<file path="config.mk">
export PLATFORM = sky130hd
export DESIGN_NAME = quwei_code_entry_to_gb2312
export DESIGN_NICKNAME = d
export VERILOG_FILES = /design/src/design/qwgb_pkg.sv /design/src/design/qwgb_step.sv /design/src/design/quwei_code_entry_to_gb2312.sv
export SDC_FILE = /design/constraint.sdc
export NUM_CORES = 1
export LEC_CHECK = 0
export ABC_AREA = 0
export BUFFER_PORTS_ARGS = -buffer_cell sky130_fd_sc_hd__buf_2
export CELL_PAD_IN_SITES_DETAIL_PLACEMENT = 1
export CELL_PAD_IN_SITES_GLOBAL_PLACEMENT = 2
export CORE_UTILIZATION = 40
export CTS_BUF_LIST = sky130_fd_sc_hd__clkbuf_2
export DETAILED_ROUTE_END_ITERATION = 16
export PLACE_DENSITY_LB_ADDON = 0.2
export SLEW_MARGIN = 20
export SYNTH_ARGS = -nofsm -noshare
export SYNTH_HDL_FRONTEND = slang
export SYNTH_SLANG_ARGS = --single-unit
</file>
<file path="constraint.sdc">
create_clock -name clk -period 11.4 [get_ports clk]
set_input_delay 2.28 -clock clk [delete_from_list [all_inputs] [get_ports clk]]
set_output_delay 2.28 -clock clk [all_outputs]
set_load 0.005 [all_outputs]
</file>
<file path="src/design/qwgb_pkg.sv">
package qwgb_pkg;

  // keypad function codes
  typedef enum logic [2:0] {
    FUNC_DIGIT = 3'd0,
    FUNC_BACK  = 3'd1,
    FUNC_SPACE = 3'd2,
    FUNC_NEXT  = 3'd3,
    FUNC_PREV  = 3'd4
  } func_t;

  // status codes returned with every word
  typedef enum logic [2:0] {
    ST_NOT_HANDLED = 3'd0,
    ST_IGNORED     = 3'd1,
    ST_EMPTY_BS    = 3'd2,
    ST_CLEARED     = 3'd3,
    ST_SHOW        = 3'd4,
    ST_CHAR        = 3'd5
  } status_t;

  localparam logic [3:0] MAX_DIGIT   = 4'd9;
  localparam logic [3:0] MAX_PAGE    = 4'd9;
  localparam logic [2:0] MAX_DIGITS  = 3'd4;
  localparam logic [6:0] HIGH_ZONE   = 7'd95;
  localparam logic [7:0] HIGH_BASE   = 8'hA8;
  localparam logic [7:0] HIGH_OFFSET = 8'h40;
  localparam logic [7:0] SKIP_CODE   = 8'h7F;
  localparam logic [7:0] LOW_BASE    = 8'hA0;

  // entry state
  typedef struct packed {
    logic [3:0][3:0] digits;
    logic [2:0]      count;
    logic [3:0]      page;
    logic            active;
  } entry_t;

  // one result word
  typedef struct packed {
    status_t    status;
    logic       char_valid;
    logic [7:0] char_high;
    logic [7:0] char_low;
    logic [2:0] digit_count;
    logic [3:0] page_now;
    logic [6:0] zone_now;
  } result_t;

endpackage

</file>
<file path="src/design/qwgb_step.sv">
module qwgb_step (
  input  logic [2:0]        func,
  input  logic [3:0]        digit,
  input  qwgb_pkg::entry_t  cur,
  output qwgb_pkg::entry_t  nxt,
  output qwgb_pkg::result_t res
);

  logic               do_char;
  logic [3:0]         pick;
  logic [6:0]         zone;
  logic [6:0]         pos;
  logic [7:0]         low_hi;
  logic [7:0]         high_b;
  logic [7:0]         low_b;
  qwgb_pkg::status_t  st;

  // next state and status for one keypad word
  always_comb begin
    nxt        = cur;
    do_char    = 1'b0;
    pick       = 4'd1;
    st         = qwgb_pkg::ST_NOT_HANDLED;
    unique case (func)
      qwgb_pkg::FUNC_DIGIT: begin
        if (digit <= qwgb_pkg::MAX_DIGIT && cur.count < qwgb_pkg::MAX_DIGITS) begin
          nxt.digits[cur.count[1:0]] = digit;
          nxt.count = cur.count + 3'd1;
          if (cur.count == 3'd3) begin
            do_char    = 1'b1;
            pick       = (digit == 4'd0) ? 4'd10 : digit;
            st         = qwgb_pkg::ST_CHAR;
          end else begin
            if (cur.count == 3'd2) begin
              nxt.active = 1'b1;
              nxt.page   = digit;
            end
            st = qwgb_pkg::ST_SHOW;
          end
        end
      end
      qwgb_pkg::FUNC_BACK: begin
        if (cur.count == 3'd0) begin
          st = qwgb_pkg::ST_EMPTY_BS;
        end else begin
          nxt.count = cur.count - 3'd1;
          if (cur.count == 3'd1) begin
            st = qwgb_pkg::ST_CLEARED;
          end else begin
            nxt.active = 1'b0;
            st         = qwgb_pkg::ST_SHOW;
          end
        end
      end
      qwgb_pkg::FUNC_SPACE: begin
        if (cur.count == 3'd0) begin
          st = qwgb_pkg::ST_NOT_HANDLED;
        end else if (cur.count != 3'd3) begin
          st = qwgb_pkg::ST_IGNORED;
        end else begin
          do_char    = 1'b1;
          pick       = 4'd1;
          st         = qwgb_pkg::ST_CHAR;
        end
      end
      qwgb_pkg::FUNC_NEXT, qwgb_pkg::FUNC_PREV: begin
        if (cur.active) begin
          if (func == qwgb_pkg::FUNC_NEXT) begin
            if (cur.page < qwgb_pkg::MAX_PAGE) nxt.page = cur.page + 4'd1;
          end else begin
            if (cur.page > 4'd0) nxt.page = cur.page - 4'd1;
          end
          nxt.digits[2] = nxt.page;
          st            = qwgb_pkg::ST_SHOW;
        end
      end
      default: begin
        st = qwgb_pkg::ST_NOT_HANDLED;
      end
    endcase

    // a pick with paging off reloads the page from the third digit
    if (do_char && !cur.active) begin
      nxt.page   = cur.digits[2];
      nxt.active = 1'b1;
    end
  end

  // zone and position
  assign zone = 7'({3'b000, nxt.digits[0]} * 7'd10) + {3'b000, nxt.digits[1]};
  assign pos  = 7'({3'b000, nxt.page} * 7'd10) + {3'b000, pick};

  // character bytes, upper zones skip the 0x7f code
  assign low_hi = {1'b0, pos} + qwgb_pkg::HIGH_OFFSET;
  always_comb begin
    if (zone >= qwgb_pkg::HIGH_ZONE) begin
      high_b = {1'b0, zone} - {1'b0, qwgb_pkg::HIGH_ZONE} + qwgb_pkg::HIGH_BASE;
      low_b  = (low_hi >= qwgb_pkg::SKIP_CODE) ? low_hi + 8'd1 : low_hi;
    end else begin
      high_b = {1'b0, zone} + qwgb_pkg::LOW_BASE;
      low_b  = {1'b0, pos} + qwgb_pkg::LOW_BASE;
    end
  end

  // result word
  always_comb begin
    res.status      = st;
    res.char_valid  = do_char;
    res.char_high   = do_char ? high_b : 8'd0;
    res.char_low    = do_char ? low_b : 8'd0;
    res.digit_count = nxt.count;
    res.page_now    = nxt.page;
    res.zone_now    = (nxt.count >= 3'd2) ? zone : 7'd0;
  end

endmodule

</file>
<file path="src/design/quwei_code_entry_to_gb2312.sv">
// channel | handshake          | payload
// --------+--------------------+------------------------------------------------
// in      | in_valid, in_stall | func, digit
// out     | out_valid, out_stall | status, char_valid, char_high, char_low,
//         |                    | digit_count, page_now, zone_now
//
// one word in per cycle while in_stall is low; a taken word waits in the input register,
// then moves into the result register as the entry state updates, and is offered from there.
// rst clears both stage valids, the digit count, page and paging flag;
// the stored code digits are not reset.
// out_stall holds the result register; in_stall rises only when both stages are full
// and the result is stalled.
module quwei_code_entry_to_gb2312 (
  input  logic       clk,
  input  logic       rst,
  input  logic       in_valid,
  output logic       in_stall,
  input  logic [2:0] func,
  input  logic [3:0] digit,
  output logic       out_valid,
  input  logic       out_stall,
  output logic [2:0] status,
  output logic       char_valid,
  output logic [7:0] char_high,
  output logic [7:0] char_low,
  output logic [2:0] digit_count,
  output logic [3:0] page_now,
  output logic [6:0] zone_now
);

  logic              in_reg_valid;
  logic [2:0]        in_reg_func;
  logic [3:0]        in_reg_digit;
  logic              res_ready;
  logic              in_ready;
  logic              step_go;
  logic [3:0][3:0]   digits;
  logic [2:0]        count;
  logic [3:0]        page;
  logic              active;
  qwgb_pkg::entry_t  cur;
  qwgb_pkg::entry_t  nxt;
  qwgb_pkg::result_t res_next;
  qwgb_pkg::result_t res;

  // stage handshake
  assign res_ready = !out_valid || !out_stall;
  assign in_ready  = !in_reg_valid || res_ready;
  assign in_stall  = !in_ready;
  assign step_go   = in_reg_valid && res_ready;

  // input register
  always_ff @(posedge clk) begin
    if (rst) begin
      in_reg_valid <= 1'b0;
    end else if (in_ready) begin
      in_reg_valid <= in_valid;
    end
  end

  always_ff @(posedge clk) begin
    if (in_ready && in_valid) begin
      in_reg_func  <= func;
      in_reg_digit <= digit;
    end
  end

  // entry state
  assign cur.digits = digits;
  assign cur.count  = count;
  assign cur.page   = page;
  assign cur.active = active;

  qwgb_step u_step (
    .func  (in_reg_func),
    .digit (in_reg_digit),
    .cur   (cur),
    .nxt   (nxt),
    .res   (res_next)
  );

  always_ff @(posedge clk) begin
    if (rst) begin
      count  <= 3'd0;
      page   <= 4'd0;
      active <= 1'b0;
    end else if (step_go) begin
      count  <= nxt.count;
      page   <= nxt.page;
      active <= nxt.active;
    end
  end

  always_ff @(posedge clk) begin
    if (step_go) begin
      digits <= nxt.digits;
    end
  end

  // result register
  always_ff @(posedge clk) begin
    if (rst) begin
      out_valid <= 1'b0;
    end else if (res_ready) begin
      out_valid <= in_reg_valid;
    end
  end

  always_ff @(posedge clk) begin
    if (step_go) begin
      res <= res_next;
    end
  end

  assign status      = res.status;
  assign char_valid  = res.char_valid;
  assign char_high   = res.char_high;
  assign char_low    = res.char_low;
  assign digit_count = res.digit_count;
  assign page_now    = res.page_now;
  assign zone_now    = res.zone_now;

endmodule

</file>
# Word level (Yosys, flattened, before mapping)
# Index checks and enable logic that the tools add are counted.
[op_classes] n_addsub=12 n_mul=2 n_div=0 magnitude_cmp=9 eq_ne=15 shifts=0 n_mux=40 bitwise=0 reduce_logical=21
[op_table] operator="4-bit two-way mux" n=10
[op_table] operator="8-bit two-way mux" n=4
[op_table] operator="3-bit two-way mux" n=7
[op_table] operator="20-bit two-way mux" n=1
[op_table] operator="7-bit by 8-bit adder with 8-bit output, second input constant" n=2
[op_table] operator="16-bit bitwise mux" n=1
[op_table] operator="4-bit case mux with 2 select lines" n=2
[op_table] operator="5-bit two-way mux" n=3
[op_table] operator="7-bit by 4-bit adder with 7-bit output" n=2
[op_table] operator="3-bit by 2-bit equality test with 1-bit output, second input constant" n=4
[op_table] operator="4-bit by 3-bit multiplier with 6-bit output, second input constant" n=2
[op_table] operator="3-bit case mux with 4 select lines" n=1
[op_table] operator="3-bit != test, second input constant" n=3
[op_table] operator="7-bit by 7-bit adder with 8-bit output, second input constant" n=1
[op_table] operator="8-bit by 1-bit adder with 8-bit output, second input constant" n=1
[op_table] operator="8-bit adder, second input constant" n=1
[op_table] operator="4-bit demux with 2-bit select" n=1
[op_table] operator="8-bit by 7-bit greater-or-equal comparator with 1-bit output, second input constant" n=1
[op_table] operator="7-bit by 7-bit subtractor with 8-bit output, second input constant" n=1
[op_table] operator="7-bit greater-or-equal comparator, second input constant" n=1
[op_table] operator="1-bit two-way mux" n=7
[op_table] operator="7-bit AND reduction" n=1
[op_table] operator="3-bit by 1-bit equality test with 1-bit output, second input constant" n=2
[op_table] operator="3-bit logical NOT" n=2
[op_table] operator="27 further kinds" n=38
[totals] regBits=67 latchBits=0 mem_bits_rw=0 rom_bits=0 inputBits=11 out_inout_bits=36 wordCells=117 memories=0

# Longest topological paths before layout
[depth] word_depth=14 ltp_mapped=25 depth_no_buf=21

# By module
# A second synthesis with hierarchy kept.
[hier_totals] cells_unflattened=425 hier_area_um2=4365.4
[modules_own_cells] module="qwgb_step" instances=1 cells_each=324 area_each_um2=2215.9 seq_area_each_um2=0.0
[modules_own_cells] module="quwei_code_entry_to_gb2312" instances=1 cells_each=101 area_each_um2=2149.6 seq_area_each_um2=1911.8

# Worst setup path before layout
# No wires, ideal clock.
[synth_timing] path_type="reg2reg" start="register count[2]" end="register res (netlist bit char_low[6]) (data pin)" setup_time_ns=0.272 arrival_ns=5.013 t_required_ns=11.128 slack_ns=6.115 path_stages_with_launch=22 n_path_buf=3 synth_period_minus_slack_ns=5.285 cell_sequence="dfxtp_1 -> clkbuf_1 -> inv_1 -> ha_1 -> buf_2 -> or3b_2 -> a211oi_1 -> nand2_1 -> a31oi_1 -> ha_1 -> ha_1 -> inv_1 -> fa_1 -> nand2b_1 -> or4_1 -> nand2_1 -> nor3b_1 -> nor4_4 -> buf_2 -> ha_1 -> nor2_1 -> a211oi_1"
[synth_rtl] item="from (decl)" line="quwei_code_entry_to_gb2312.sv:38" text="logic [2:0] count;"
[synth_rtl] item="from (signal assigned)" line="quwei_code_entry_to_gb2312.sv:88" text="count <= nxt.count;"
[synth_rtl] item="to (signal assigned)" line="quwei_code_entry_to_gb2312.sv:111" text="res <= res_next;"
[synth_rtl] item="to (decl)" line="quwei_code_entry_to_gb2312.sv:44" text="qwgb_pkg::result_t res;"

==> impl_metrics.ini <==
[outcome]
status = completed

[die]
coreArea_sq_um = 9950
dieArea_sq_um = 10800
start_util_pct = 41.9
num_rows = 36
die_h_um = 104
die_w_um = 104
io_pins = 47

[global_routing]
overflow = 0
grt_usage_pct = 21.2
grt_pass1_wl_um = 18100
grt_max_degree = 43
antenna_found_initial = 0
first_global_vias = 3518

[timing]
period_share_pct = 58.3
setup_tns_ns = 0
drv_slew = 0
setup_slack_ns = 4.75
min_period_ns = 6.65
fmax_ghz = 0.150
hold_viol = 0
worstMarginPinSlew_ns = 0.800
finClkSkew_ns = 0.0347
relSlewSlack_pct = 46.4
rsz0062_at_grt = no
setup_viol = 0

[placed_design]
io_buffers = 46
dp_cells = 591
hpwl_um = 7880
gp_congestion = 0.813
post-place-ws_ns = 4.82

[detailed_routing]
vias_per_cell = 5.51
ant_nets = 0
firstDrtPassIters = 4
drtIter0Drc = 131
wirelength_um = 10500
vias = 3346
drc = 0
wl_per_cell_um = 17.3

[job]
maxCapViolCount = 0

[clock_tree]
clock_latency_ns = 0.54
clk_pin_slew_ns = 0.20
hold_buffers = 0
h-tree-depth = 3
cts_sinks = 63
post_cts_buffers = 0
cts.path.max_buffers = 2
cts_resized = 0
numCtsBuffers = 9
cts_tree = built
cts_root_buffer = clkbuf_2

[setup_path]
path_class = reg -> reg
critPathArrivalTime_ns = 6.96
cp-end-kind = register
crit_fanout = 18
slowest_stage = edfxtp_1
start_kind = register
cp.required_ns = 11.71
path_cells = or3_4 > nor3_1 > nand2_1 > mux2_2 > ha_1 > ha_1 > inv_1 > fa_1 > nand2b_1 > nor4_1 > a211oi_4 > nor2_1 > inv_1 > ha_1 > a31oi_1 > nand2_1 > mux2i_1 > nand2_1
max_stage_delay_ns = 0.67

[yosys]
ys.flop_type = edfxtp_1
netlist_instances = 427
syn_area_sq_um = 4170
syn_nets = 468
yosys_warnings = 0
synth_seq_cells = 63
yosysUniqueCellTypes = 62
async_flop_share_pct = 0
ys_seq_area_share_pct = 43.0
synth_edf_count = 53
synth_area_per_cell_sq_um = 9.76

[final_layout]
final_common_cell = edfxtp_1
seqCellArea_sq_um = 1790
design.final.nets = 510
n_antenna_cell = 0
multi_input_area_sq_um = 2210
layout_common_cells = 53 x edfxtp_1, 46 x buf_2, 43 x nor2_1, 39 x nand2_1, 28 x a21oi_1
syn_to_final_growth_pct = 11.1
fill_cells = 1166
fin_cells = 607
layout-drive-gt1-share_pct = 16.5

[worst_hold_path]
worstHoldPathType = reg -> reg

[power_and_ir_drop]
p_leak_uw = 0.00176
ir_drop_v = 0.0000594
p_per_area_nw_per_um2 = 109
==> Yosys cell counts (all sizes together), types with 8 or more instances <==
cell	count	share of area, %
edfxtp	53	38
nor3	14	1.7
ha	26	7.8
o21ai	21	2.5
xnor2	10	2.1
a211oi	9	1.9
a21oi	28	3.4
clkbuf	12	1.1
nor2	43	3.9
and3	8	1.2
inv	23	2.1
and2	8	1.3
nand3	13	1.6
nand2	39	3.5
dfxtp	10	4.8
nor2b	8	1.2
==> cells by family (layout without fill, tap and decap cells) <==
family	count (synthesis)	in the layout	synth area share [%]
AND/OR/NAND/NOR	167	167	20.7
buffers and inverters	41	88	3.99
flip-flops	63	63	43.0
multiplexers	10	10	2.55
adder cells (fa/ha/maj)	30	30	9.73
AO/OA/AOI/OAI	101	101	16.8
XOR/XNOR	15	15	3.15
==> power breakdown <==
part           internal, uW  total (uW)  leakage, uW  switching (uW)
logic                  33.0        90.9      0.00110            58.0
registers               259         267     0.000587            7.65
clock network          52.7         149    0.0000691            96.2
==> sequential cells by signal, indices dropped and copies added (netlist names) <==
name          flops
cur              12
in_reg_digit      4
out_valid         1
in_reg_func       3
active            1
page              4
char_valid        1
digit_count       3
in_reg_valid      1
zone_now          7
char_low          8
page_now          4
char_high         8
status            3
count             3
==> metal layers <==
metal	share of wire [%]	routed length, um	up-vias	track usage [%]
met4	1.4	149	0	7.55
met2	49	5110	56	35.8
met5	0	0	-	0
met1	46	4840	1623	27.0
li1	-	-	1655	-
met3	3.6	375	12	3.95
==> area by class of cell <==
type                    count  share of cell area (%)
multi-input cells         323                    47.7
flip-flops and latches     63                    38.7
repair buffers             48                    5.30
well taps                 133                    3.60
inverters                  24                    1.95
clock inverters             7                    1.73
clock buffers               9                   0.973
==> worst max-delay path, delay by kind of cell (launching register included) <==
family / cells / cell delay, ns
and+or+nand+nor: 8 / 3.11
adders and majority gates: 4 / 1.17
DFF: 1 / 0.67
AOI/OAI and AO/OA: 2 / 0.67
muxes: 2 / 0.62
buffers and inverters: 2 / 0.19
==> per-stage QoR <==
stage	instance area (sq um)	utilization (%)	power (uW)	hold slack, ns
4_1_cts	4630	46.5	514	0.543
5_1_grt	4630	46.5	533	0.596
2_1_floorplan	4170	-	336	0.451
3_3_place_gp	4500	45.2	361	0.480
3_5_place_dp	4500	45.2	364	0.493
6_report	4630	46.5	507	0.548
==> path summary, 6_finish.rpt <==
path	startpoint	end	slack [ns]	depth (start not counted)
max	in_reg_func[0]	char_low[0]	4.75	18
min	page[0]	page[0]	0.55	2
max reg2reg	in_reg_func[0]	char_low[0]	4.75	18
min reg2reg	page[0]	page[0]	0.55	2
(Power assumes the default switching activity.)
